`src/hdl/lrss_pkg.sv`:
```
// Shared constants for the Life row stencil block.
// No dependencies; every module of the block imports this package.
package lrss_pkg;

  // Cells in one row, as carried on the stream.
  localparam int unsigned RowBits = 64;

  // Width of the row width register.
  localparam int unsigned CfgBits = 7;

  // Row width after reset: the full row.
  localparam logic [CfgBits-1:0] RowWidthReset = 7'd64;

  // Neighbor counts that matter for the B3/S23 rule.
  localparam logic [3:0] CountSurvive = 4'd2;
  localparam logic [3:0] CountBirth   = 4'd3;

  typedef logic [RowBits-1:0] row_t;

endpackage

```
`src/hdl/life_row_stencil_step.sv`:
```
// Life row stencil step: one row request in, next state of the row above it out.
// A request passes through the input register and then the result register.
// Throughput: one row per cycle while the result side is ready; a bottom row that also
// flushes a held row gives its two results in turn, since both share the single rule unit.
// Reset clears held rows and valid flags and sets the row width to 64.
module life_row_stencil_step #(
  parameter int unsigned MAX_WIDTH = 64
) (
  input  logic                     clk_i,
  input  logic                     rst_ni,
  // Row width register write.
  input  logic                     cfg_we_i,
  input  logic [6:0]               cfg_wdata_i,
  // Input row requests.
  input  logic                     s_axis_tvalid,
  output logic                     s_axis_tready,
  input  logic [127:0]             s_axis_tdata,  // [63:0] row_cells, [127:64] birth_mask
  input  logic                     s_axis_tlast,  // last_row
  // Result rows.
  output logic                     m_axis_tvalid,
  input  logic                     m_axis_tready,
  output logic [63:0]              m_axis_tdata,  // [63:0] next_row
  output logic                     m_axis_tlast   // frame_last
);
  import lrss_pkg::*;

  localparam logic [CfgBits-1:0] MaxW = CfgBits'(MAX_WIDTH);

  logic [CfgBits-1:0] width_q;
  logic [CfgBits-1:0] width_eff;
  row_t               wmask;

  logic s1_valid_q, s1_last_q, s1_half_q;
  row_t s1_row_q, s1_births_q, row_m;

  row_t upper_q, middle_q, mmask_q;
  logic mvalid_q;

  logic out_valid_q, out_last_q;
  row_t out_row_q;

  logic emit, split, res_last, out_free, go, done, accept;
  row_t gen_up, gen_mid, gen_low, gen_births, gen_next;

  // Row width register.
  always_ff @(posedge clk_i or negedge rst_ni) begin
    if (!rst_ni) begin
      width_q <= RowWidthReset;
    end else if (cfg_we_i) begin
      width_q <= cfg_wdata_i;
    end
  end

  // Mask of cells in use, clamped to the configured maximum.
  assign width_eff = (width_q > MaxW) ? MaxW : width_q;
  always_comb begin
    for (int x = 0; x < RowBits; x++) begin
      wmask[x] = (CfgBits'(x) < width_eff);
    end
  end

  assign row_m = s1_row_q & wmask;

  // Pick the rows for the rule unit. The second half of a split request
  // flushes the held middle row with a dead row below it.
  always_comb begin
    emit       = 1'b0;
    split      = 1'b0;
    res_last   = 1'b0;
    gen_up     = upper_q;
    gen_mid    = middle_q;
    gen_low    = '0;
    gen_births = mmask_q;
    if (s1_half_q) begin
      emit     = 1'b1;
      res_last = 1'b1;
    end else if (mvalid_q) begin
      emit    = 1'b1;
      split   = s1_last_q;
      gen_low = row_m;
    end else begin
      emit       = s1_last_q;
      res_last   = 1'b1;
      gen_up     = '0;
      gen_mid    = row_m;
      gen_births = s1_births_q;
    end
  end

  lrss_next_gen u_next_gen (
    .up_i     (gen_up),
    .mid_i    (gen_mid),
    .low_i    (gen_low),
    .births_i (gen_births),
    .wmask_i  (wmask),
    .next_o   (gen_next)
  );

  // Handshake: the held request moves when its result has a free slot, or at once if it makes no result.
  assign out_free      = !out_valid_q || m_axis_tready;
  assign go            = s1_valid_q && (!emit || out_free);
  assign done          = go && !split;
  assign s_axis_tready = !s1_valid_q || done;
  assign accept        = s_axis_tvalid && s_axis_tready;

  // Input register control.
  always_ff @(posedge clk_i or negedge rst_ni) begin
    if (!rst_ni) begin
      s1_valid_q <= 1'b0;
      s1_half_q  <= 1'b0;
    end else begin
      if (accept) begin
        s1_valid_q <= 1'b1;
      end else if (done) begin
        s1_valid_q <= 1'b0;
      end
      if (go && split) begin
        s1_half_q <= 1'b1;
      end else if (done) begin
        s1_half_q <= 1'b0;
      end
    end
  end

  // Input register payload.
  always_ff @(posedge clk_i) begin
    if (accept) begin
      s1_row_q    <= s_axis_tdata[RowBits-1:0];
      s1_births_q <= s_axis_tdata[2*RowBits-1:RowBits];
      s1_last_q   <= s_axis_tlast;
    end
  end

  // Held rows: shift the window down, or clear it at the end of a frame.
  always_ff @(posedge clk_i or negedge rst_ni) begin
    if (!rst_ni) begin
      upper_q  <= '0;
      middle_q <= '0;
      mmask_q  <= '0;
      mvalid_q <= 1'b0;
    end else if (go) begin
      if (s1_half_q || (s1_last_q && !mvalid_q)) begin
        upper_q  <= '0;
        middle_q <= '0;
        mmask_q  <= '0;
        mvalid_q <= 1'b0;
      end else begin
        upper_q  <= mvalid_q ? middle_q : '0;
        middle_q <= row_m;
        mmask_q  <= s1_births_q;
        mvalid_q <= 1'b1;
      end
    end
  end

  // Result register control.
  always_ff @(posedge clk_i or negedge rst_ni) begin
    if (!rst_ni) begin
      out_valid_q <= 1'b0;
    end else if (go && emit) begin
      out_valid_q <= 1'b1;
    end else if (m_axis_tready) begin
      out_valid_q <= 1'b0;
    end
  end

  // Result register payload.
  always_ff @(posedge clk_i) begin
    if (go && emit) begin
      out_row_q  <= gen_next;
      out_last_q <= res_last;
    end
  end

  assign m_axis_tvalid = out_valid_q;
  assign m_axis_tdata  = out_row_q;
  assign m_axis_tlast  = out_last_q;

endmodule

```
`src/hdl/lrss_next_gen.sv`:
```
// Next-generation logic for one row of a Life grid (B3/S23, plus births from a mask).
// Depends on lrss_pkg for the row type and rule constants.
module lrss_next_gen (
  input  lrss_pkg::row_t up_i,
  input  lrss_pkg::row_t mid_i,
  input  lrss_pkg::row_t low_i,
  input  lrss_pkg::row_t births_i,
  input  lrss_pkg::row_t wmask_i,
  output lrss_pkg::row_t next_o
);
  import lrss_pkg::*;

  logic [RowBits+1:0] up_pad;
  logic [RowBits+1:0] mid_pad;
  logic [RowBits+1:0] low_pad;
  row_t               next_raw;

  // Mask rows to the width in use and pad with dead cells at both edges.
  assign up_pad  = {1'b0, up_i & wmask_i, 1'b0};
  assign mid_pad = {1'b0, mid_i & wmask_i, 1'b0};
  assign low_pad = {1'b0, low_i & wmask_i, 1'b0};

  // Each cell counts its eight neighbors independently of the others.
  for (genvar x = 0; x < RowBits; x++) begin : g_cell
    logic [3:0] count;
    logic       alive;

    assign count = 4'(up_pad[x]) + 4'(up_pad[x+1]) + 4'(up_pad[x+2])
                 + 4'(mid_pad[x]) + 4'(mid_pad[x+2])
                 + 4'(low_pad[x]) + 4'(low_pad[x+1]) + 4'(low_pad[x+2]);
    assign alive = mid_pad[x+1];

    // A dead cell without a regular birth may still get a miracle birth.
    assign next_raw[x] = alive ? (count == CountSurvive || count == CountBirth)
                               : (count == CountBirth || births_i[x]);
  end

  // Cells beyond the width stay dead even where a birth is requested.
  assign next_o = next_raw & wmask_i;

endmodule
```
`config.mk`:
```
export PLATFORM = sky130hd
export DESIGN_NAME = life_row_stencil_step
export DESIGN_NICKNAME = d
export VERILOG_FILES = /design/src/hdl/lrss_pkg.sv /design/src/hdl/life_row_stencil_step.sv /design/src/hdl/lrss_next_gen.sv
export SDC_FILE = /design/constraint.sdc
export NUM_CORES = 1
export LEC_CHECK = 0
export BUFFER_PORTS_ARGS = -buffer_cell sky130_fd_sc_hd__clkbuf_2
export CORE_MARGIN = 1.5
export CORE_UTILIZATION = 45
export CTS_BUF_LIST = sky130_fd_sc_hd__clkbuf_8
export CTS_CLUSTER_SIZE = 8
export DETAILED_ROUTE_END_ITERATION = 12
export GPL_ROUTABILITY_DRIVEN = 0
export PLACE_DENSITY_LB_ADDON = 0.12
export SYNTH_ARGS = -nofsm -noshare
export SYNTH_HDL_FRONTEND = slang
export SYNTH_HIERARCHICAL = 1
export SYNTH_SLANG_ARGS = --single-unit
```
`constraint.sdc`:
```
create_clock -name clk_i -period 5.1 [get_ports clk_i]
set_input_delay 0.51 -clock clk_i [delete_from_list [all_inputs] [get_ports clk_i]]
set_output_delay 0.51 -clock clk_i [all_outputs]
set_load 0.005 [all_outputs]
```
Word level (Yosys, flattened, before mapping)
Index checks and enable logic that the tools add are counted.
W data, S select, Z words.
{"block": "totals", "ramBits": 0, "ff_bits": 397, "mem_count": 0, "output_inout_bits": 67, "in_bits": 141, "latch_bits": 0, "rom_bits": 0, "elab_cells": 886}
{"block": "classes", "eq_ne": 128, "shifts": 0, "n_bitwise": 5, "muxes": 88, "div_mod_pow": 0, "reduce_logical": 146, "addsub": 441, "magnitude_cmp": 65, "n_mul": 0}
{"op": "$add A4 B1 Y4", "count": 377}
{"op": "$mux W64", "count": 12}
{"op": "$eq A4 B2 Y1 const B", "count": 128}
{"op": "$and A64 B64 Y64", "count": 5}
{"op": "$lt A6 B7 Y1 const A", "count": 32}
{"op": "$logic_or A1 B1 Y1", "count": 132}
{"op": "$add A1 B1 Y2", "count": 63}
{"op": "$lt A5 B7 Y1 const A", "count": 16}
{"op": "$mux W1", "count": 75}
{"op": "$lt A4 B7 Y1 const A", "count": 8}
{"op": "$lt A3 B7 Y1 const A", "count": 4}
{"op": "$lt A1 B7 Y1 const A", "count": 2}
{"op": "$lt A2 B7 Y1 const A", "count": 2}
{"op": "$gt A7 B7 Y1 const B", "count": 1}
{"op": "$mux W7", "count": 1}
{"op": "$logic_and A1 B1 Y1", "count": 6}
{"op": "$reduce_bool A2 Y1", "count": 3}
{"op": "$logic_not A1 Y1", "count": 5}
{"op": "$add A2 B1 Y3", "count": 1}

Logic depth before layout (Yosys ltp)
{"block": "logic_depth", "word_depth": 16, "ltp_mapped": 19, "depth_no_buf": 18}

Cells and area by module
Netlist, hierarchy kept.
{"mod": "life_row_stencil_step", "area_per_inst_um2": 16696.0, "seq_area_each_um2": 10906.7, "n_inst": 1, "cells_each": 1386}
{"mod": "lrss_next_gen", "area_per_inst_um2": 12593.3, "seq_area_each_um2": 0.0, "n_inst": 1, "cells_each": 1504}

Least setup slack after synthesis
No wires, ideal clock.
{"block": "synth_path", "kind": "register to register", "startpoint": "reg s1_half_q", "endpoint": "reg s1_births_q[0] (enable)", "path_buffers": 0, "setup_time_ns": 0.502, "slack_ns": 0.732, "t_arrival_ns": 3.865, "synth_period_minus_slack_ns": 4.368, "path_stages_with_launch": 4, "required_ns": 4.598, "cell_sequence": "dfrtp_1 nor3_2 o21a_1 a22o_1"}
{"block": "synth_via", "elab_chain_len": 7, "word_cells_on_any_way": 9, "classes_between": "2 x mux; 7 x reduce/logical"}
{"element": "from (decl)", "line": "life_row_stencil_step.sv:33", "source": "logic s1_valid_q, s1_last_q, s1_half_q;"}
{"element": "from (signal assigned)", "line": "life_row_stencil_step.sv:110", "source": "s1_half_q <= 1'b0;"}
{"element": "from (signal assigned)", "line": "life_row_stencil_step.sv:118", "source": "s1_half_q <= 1'b1;"}
{"element": "from (signal assigned)", "line": "life_row_stencil_step.sv:120", "source": "s1_half_q <= 1'b0;"}
{"element": "$mux W1", "line": "life_row_stencil_step.sv:74", "source": "if (s1_half_q) begin"}
{"element": "$logic_not A1 Y1", "line": "life_row_stencil_step.sv:101", "source": "assign go = s1_valid_q && (!emit || out_free);"}
{"element": "$logic_or A1 B1 Y1", "line": "life_row_stencil_step.sv:101"}
{"element": "$logic_and A1 B1 Y1", "line": "life_row_stencil_step.sv:101"}
{"element": "$logic_and A1 B1 Y1 *", "line": "life_row_stencil_step.sv:102", "source": "assign done = go && !split;"}
{"element": "$logic_or A1 B1 Y1 *", "line": "life_row_stencil_step.sv:103", "source": "assign s_axis_tready = !s1_valid_q || done;"}
{"element": "$logic_and A1 B1 Y1 *", "line": "life_row_stencil_step.sv:104", "source": "assign accept = s_axis_tvalid && s_axis_tready;"}
{"element": "via accept", "line": "life_row_stencil_step.sv:42", "source": "logic emit, split, res_last, out_free, go, done, accept;"}
{"element": "to (signal assigned)", "line": "life_row_stencil_step.sv:129", "source": "s1_births_q <= s_axis_tdata[2*RowBits-1:RowBits];"}
{"element": "to (decl)", "line": "life_row_stencil_step.sv:34", "source": "row_t s1_row_q, s1_births_q, row_m;"}
The timed path passes the listed nets; every way through them passes the cells marked *.
A chain may end at the register's enable or synchronous reset.

Final worst setup path
{"block": "layout_path", "startpoint": "reg width_q[0]", "endpoint": "reg out_row_q[16], in the netlist m_axis_tdata[16], data pin"}
{"block": "layout_via", "word_cells_on_any_way": 26, "classes_between": "7 x add/sub; 4 x order compare; 2 x eq/ne; 6 x mux; 5 x bitwise; 2 x reduce/logical"}
{"element": "from (decl)", "line": "life_row_stencil_step.sv:29", "source": "logic [CfgBits-1:0] width_q;"}
{"element": "from (signal assigned)", "line": "life_row_stencil_step.sv:48", "source": "width_q <= RowWidthReset;"}
{"element": "from (signal assigned)", "line": "life_row_stencil_step.sv:50", "source": "width_q <= cfg_wdata_i;"}
{"element": "$gt A7 B7 Y1", "line": "life_row_stencil_step.sv:55", "source": "assign width_eff = (width_q > MaxW) ? MaxW : width_q;"}
{"element": "$mux W7 *", "line": "life_row_stencil_step.sv:55"}
{"element": "$lt A5 B7 Y1 *", "line": "life_row_stencil_step.sv:58", "source": "wmask[x] = (CfgBits'(x) < width_eff);"}
{"element": "via wmask[16]", "line": "life_row_stencil_step.sv:31", "source": "row_t wmask;"}
{"element": "$and A64 B64 Y64", "line": "lrss_next_gen.sv:19", "source": "assign up_pad = {1'b0, up_i & wmask_i, 1'b0};"}
{"element": "$add A1 B1 Y2", "line": "lrss_next_gen.sv:28", "source": "assign count = 4'(up_pad[x]) + 4'(up_pad[x+1]) + 4'(up_pad[x+2])"}
{"element": "$add A4 B1 Y4", "line": "lrss_next_gen.sv:28"}
{"element": "$add A4 B1 Y4 (2 in series)", "line": "lrss_next_gen.sv:29", "source": "+ 4'(mid_pad[x]) + 4'(mid_pad[x+2])"}
{"element": "$add A4 B1 Y4 (3 in series)", "line": "lrss_next_gen.sv:30", "source": "+ 4'(low_pad[x]) + 4'(low_pad[x+1]) + 4'(low_pad[x+2]);"}
{"element": "$eq A4 B2 Y1 (on tied branches)", "line": "lrss_next_gen.sv:34, lrss_next_gen.sv:35"}
{"element": "$logic_or A1 B1 Y1 (on tied branches)", "line": "lrss_next_gen.sv:35, lrss_next_gen.sv:34"}
{"element": "$mux W1", "line": "lrss_next_gen.sv:34", "source": "assign next_raw[x] = alive ? (count == CountSurvive || count == CountBirth)"}
{"element": "$and A64 B64 Y64 *", "line": "lrss_next_gen.sv:39", "source": "assign next_o = next_raw & wmask_i;"}
{"element": "via gen_next[16]", "line": "life_row_stencil_step.sv:43", "source": "row_t gen_up, gen_mid, gen_low, gen_births, gen_next;"}
{"element": "to (signal assigned)", "line": "life_row_stencil_step.sv:170", "source": "out_row_q <= gen_next;"}
{"element": "to (decl)", "line": "life_row_stencil_step.sv:40", "source": "row_t out_row_q;"}
Marked as above.

==> metrics.md <==
| Metric | Value |
|---|---|
| Outcome | `finished clean` |
| Die ar. | `0.0666 mm²` |
| Synth area leaders | `edfxtp_1 20%, dfrtp_1 17%, fa_1 17%, ha_1 8.1%, nand2_1 6.7%` |
| Finished Cell Area | `0.0342 mm²` |
| Layout area overhead | `16.7%` |
| Die H | `258 µm` |
| Slowest stage delay, CP | `560 ps` |
| Yosys Warn Count | `6` |
| CP most frequent cell | `fa_1` |
| H-tree lvl count | `3` |
| Placed cell areas | `0.0315 mm²` |
| DR vias/cell | `5.43` |
| Top-count cell post-synth | `nand2_1` |
| Post-synth EDFFs | `194` |
| Synth cell types | `71` |
| Die X | `258 µm` |
| Initial core utilization | `45.5%` |
| Syn Area/Cell | `10.1 µm²` |
| Fin crit period | `4930 ps` |
| First-pass GRT wire length | `131000 µm` |
| Vias in the first global route | `23700` |
| RSZ-0062 raised after global routing | `no` |
| Post-synthesis cell type with the largest combined area | `edfxtp_1` |
| Crit path DAT | `5450 ps` |
| Final-report max-slew violation count | `0` |
| CTS Root Cell | `clkbuf_8` |
| Nets | `3821` |
| Max cap viols | `0` |
| Max_slew headroom | `28.4%` |
| HPWL Detailed | `58800 µm` |
| Layout cells sized above 1 | `15.3%` |
| Hold WC Path Type | `in2async` |
| Drt drc | `0` |
| Clk slew on worst S/H paths | `50 ps` |
| Clock Path Buffers | `3` |
| Fmax | `203 MHz` |
| Sequential share of power | `28.0%` |
| Pwr/cell area | `599 mW/mm²` |
| Largest net degree at the start of global routing | `185` |
| Crit path max-delay cell type | `nor4_4` |
| Worst reg2reg path depth | `15` |
| CORE AREA | `0.0643 mm²` |
| Synth top area share | `19.9%` |
| Dominant synthesized flop cell | `dfrtp_1` |
| R2r endpoint | `m_axis_tdata[16]` |
| Net Sw Frac | `45.2%` |
| Crit path max fanout | `13` |
| TritonCTS clock tree | `built` |
| CP Launch Type | `flop` |
| Final Hold Viols | `0` |
| Sequential cell area fraction in the yosys report | `37.2%` |
| Critical Path RT | `5630 ps` |
| Cell Area, Synth | `0.0293 mm²` |
| Total CTS buffers | `75` |
| Violation count after the first detailed-routing iteration | `1620` |
| Worst r2r src | `width_q[0]` |
| Cells after Synth | `2890` |
| Fin Setup TNS | `0 ps` |
| Routed WL per cell | `19.8 µm` |
| Async SR Flop Fraction | `51.1%` |
| Finished Core Util | `53.1%` |
| I/O pin total | `208` |
| Worst-margin pin slew | `1070 ps` |
| Syn nets | `3472` |
| Yosys reg bits | `397` |
| Clk_skew | `39.5 ps` |
| Crit. End Element | `flop` |
| IO buf count | `207` |
| TritonCTS Sinks | `397` |
| Total wire length | `82100 µm` |
| Detail Route Antenna Nets | `0` |
| Tcrit/Tclk final | `96.6%` |
| Site Rows | `93` |
| Design internal power | `11.2 mW` |
| CP cell instances | `buf_4 -> nor4_4 -> o21ai_0 -> and2_1 -> fa_1 -> inv_1 -> fa_1 -> inv_1 -> fa_1 -> ha_1 -> fa_1 -> nand2_1 -> a21oi_1 -> o211ai_1 -> nand2_1` |
| Initial DRT Pass Iterations | `6` |
| Total track usage | `25.2%` |
| R2r setup slk | `170 ps` |
| Initial antenna violation count | `2` |
| Congestion Overflow GR | `0` |
| Vias | `22600` |
| Crit Path Category | `reg2reg` |
| Static Leak | `16.9 nW` |
| Worst vdd ir | `0.574 mV` |
| Pwr Total | `20.5 mW` |
| Post-synth top cells | `525 x nand2_1, 446 x inv_1, 252 x fa_1` |
| Clock power frac | `15.9%` |
| Clk_lat worst skew | `680 ps` |
| Final setup vio count | `0` |
| Combinational power share | `56.1%` |
| Psw | `9.26 mW` |
-- kinds of logic after synthesis --
group / Yosys count / share of synthesized area, %
adders and majority gates: 441 / 25.3
DFF: 397 / 37.2
buffers and inverters: 566 / 7.63
xor gates and xnor gates: 1 / 0.0299
AOI/OAI and AO/OA: 555 / 14.3
muxes: 15 / 0.577
and+or+nand+nor: 915 / 14.9
-- power by group through the flow --
stage          sequential [mW]  combinational [mW]  clock [mW]
2_1_floorplan             5.60                7.86           0
3_3_place_gp              5.76                10.9           0
3_5_place_dp              5.77                11.4           0
4_1_cts                   5.74                11.6        3.35
5_1_grt                   5.87                13.0        3.49
6_report                  5.74                11.5        3.25
-- flip-flops by register name, summed over array words and instances (netlist names) --
signal and count:
middle_q 64, upper_q 64, s1_half_q 1, mvalid_q 1, s1_last_q 1, s1_row_q 64, s1_valid_q 1, m_axis_tdata 64
m_axis_tvalid 1, s1_births_q 64, m_axis_tlast 1, width_q 7, mmask_q 64
-- worst max path at each step --
stage          startpoint          endpoint  slack (ps)  depth (start not counted)
2_1_floorplan   s1_half_q    s1_births_q[0]         730                          3
3_3_place_gp   width_q[5]   m_axis_tdata[9]         270                         16
3_5_place_dp   width_q[1]  m_axis_tdata[13]         180                         16
4_1_cts        width_q[1]  m_axis_tdata[13]         130                         16
5_1_grt        width_q[0]  m_axis_tdata[48]           7                         14
6_report       width_q[0]  m_axis_tdata[16]         170                         15
-- layer usage --
metal	vias to the layer above	wire length [µm]	global-route usage, %
li1	10400	-	-
met1	11300	35900	33.7
met2	689	39200	42.2
met3	152	4570	3.25
met4	0	2460	8.77
met5	-	0	0
-- placed cells by master (no fill, tap or decap), drive strengths merged, types with 12 or more instances in the layout --
master       instances
mux2                15
a22o               139
o21ai              103
a31o                70
fa                 252
o2bb2ai             37
nand3b              57
a21oi               72
inv                472
nor2                65
clkbuf             289
o211ai              67
edfxtp             194
ha                 189
buf                 66
dfrtp              202
clkinv              27
dlygate4sd3        113
nand2              525
and2               212
and3                12
-- area by class of cell --
class / count / area [µm²]
antenna: 5 / 12.5
clock buffer: 82 / 1130
clock inverter: 55 / 393
fill: 5803 / 30200
inverter: 452 / 1700
multi-input combinational: 1927 / 16200
sequential: 397 / 10900
tap: 855 / 1070
timing repair buffer: 386 / 2780
-- metrics by stage --
stage	std cells	worst slack, ps	hold WS (ps)
2_1_floorplan	2890	732	214
3_3_place_gp	3904	271	475
3_5_place_dp	3904	175	481
4_1_cts	4154	130	0.0727
5_1_grt	4159	7.13	18.3
6_report	4159	174	17.8
-- worst max-delay path, delay by kind of cell, from the launching register on --
kind / cells / cell delay, ps
adder cells (fa/ha/maj): 5 / 2230
AND/OR/NAND/NOR: 4 / 1030
AO/OA/AOI/OAI: 3 / 630
flip-flops: 1 / 540
buffers and inverters: 3 / 350
-- timing repair --
action / 4_1_cts / 5_1_grt
buffers inserted: 0 / 0
hold endpoints to repair: 113 / 0
resized for setup: 0 / 4
hold buffers: 113 / 0
setup endpoints to repair: 0 / 9
Note: power is estimated with default switching activity, not from simulation.
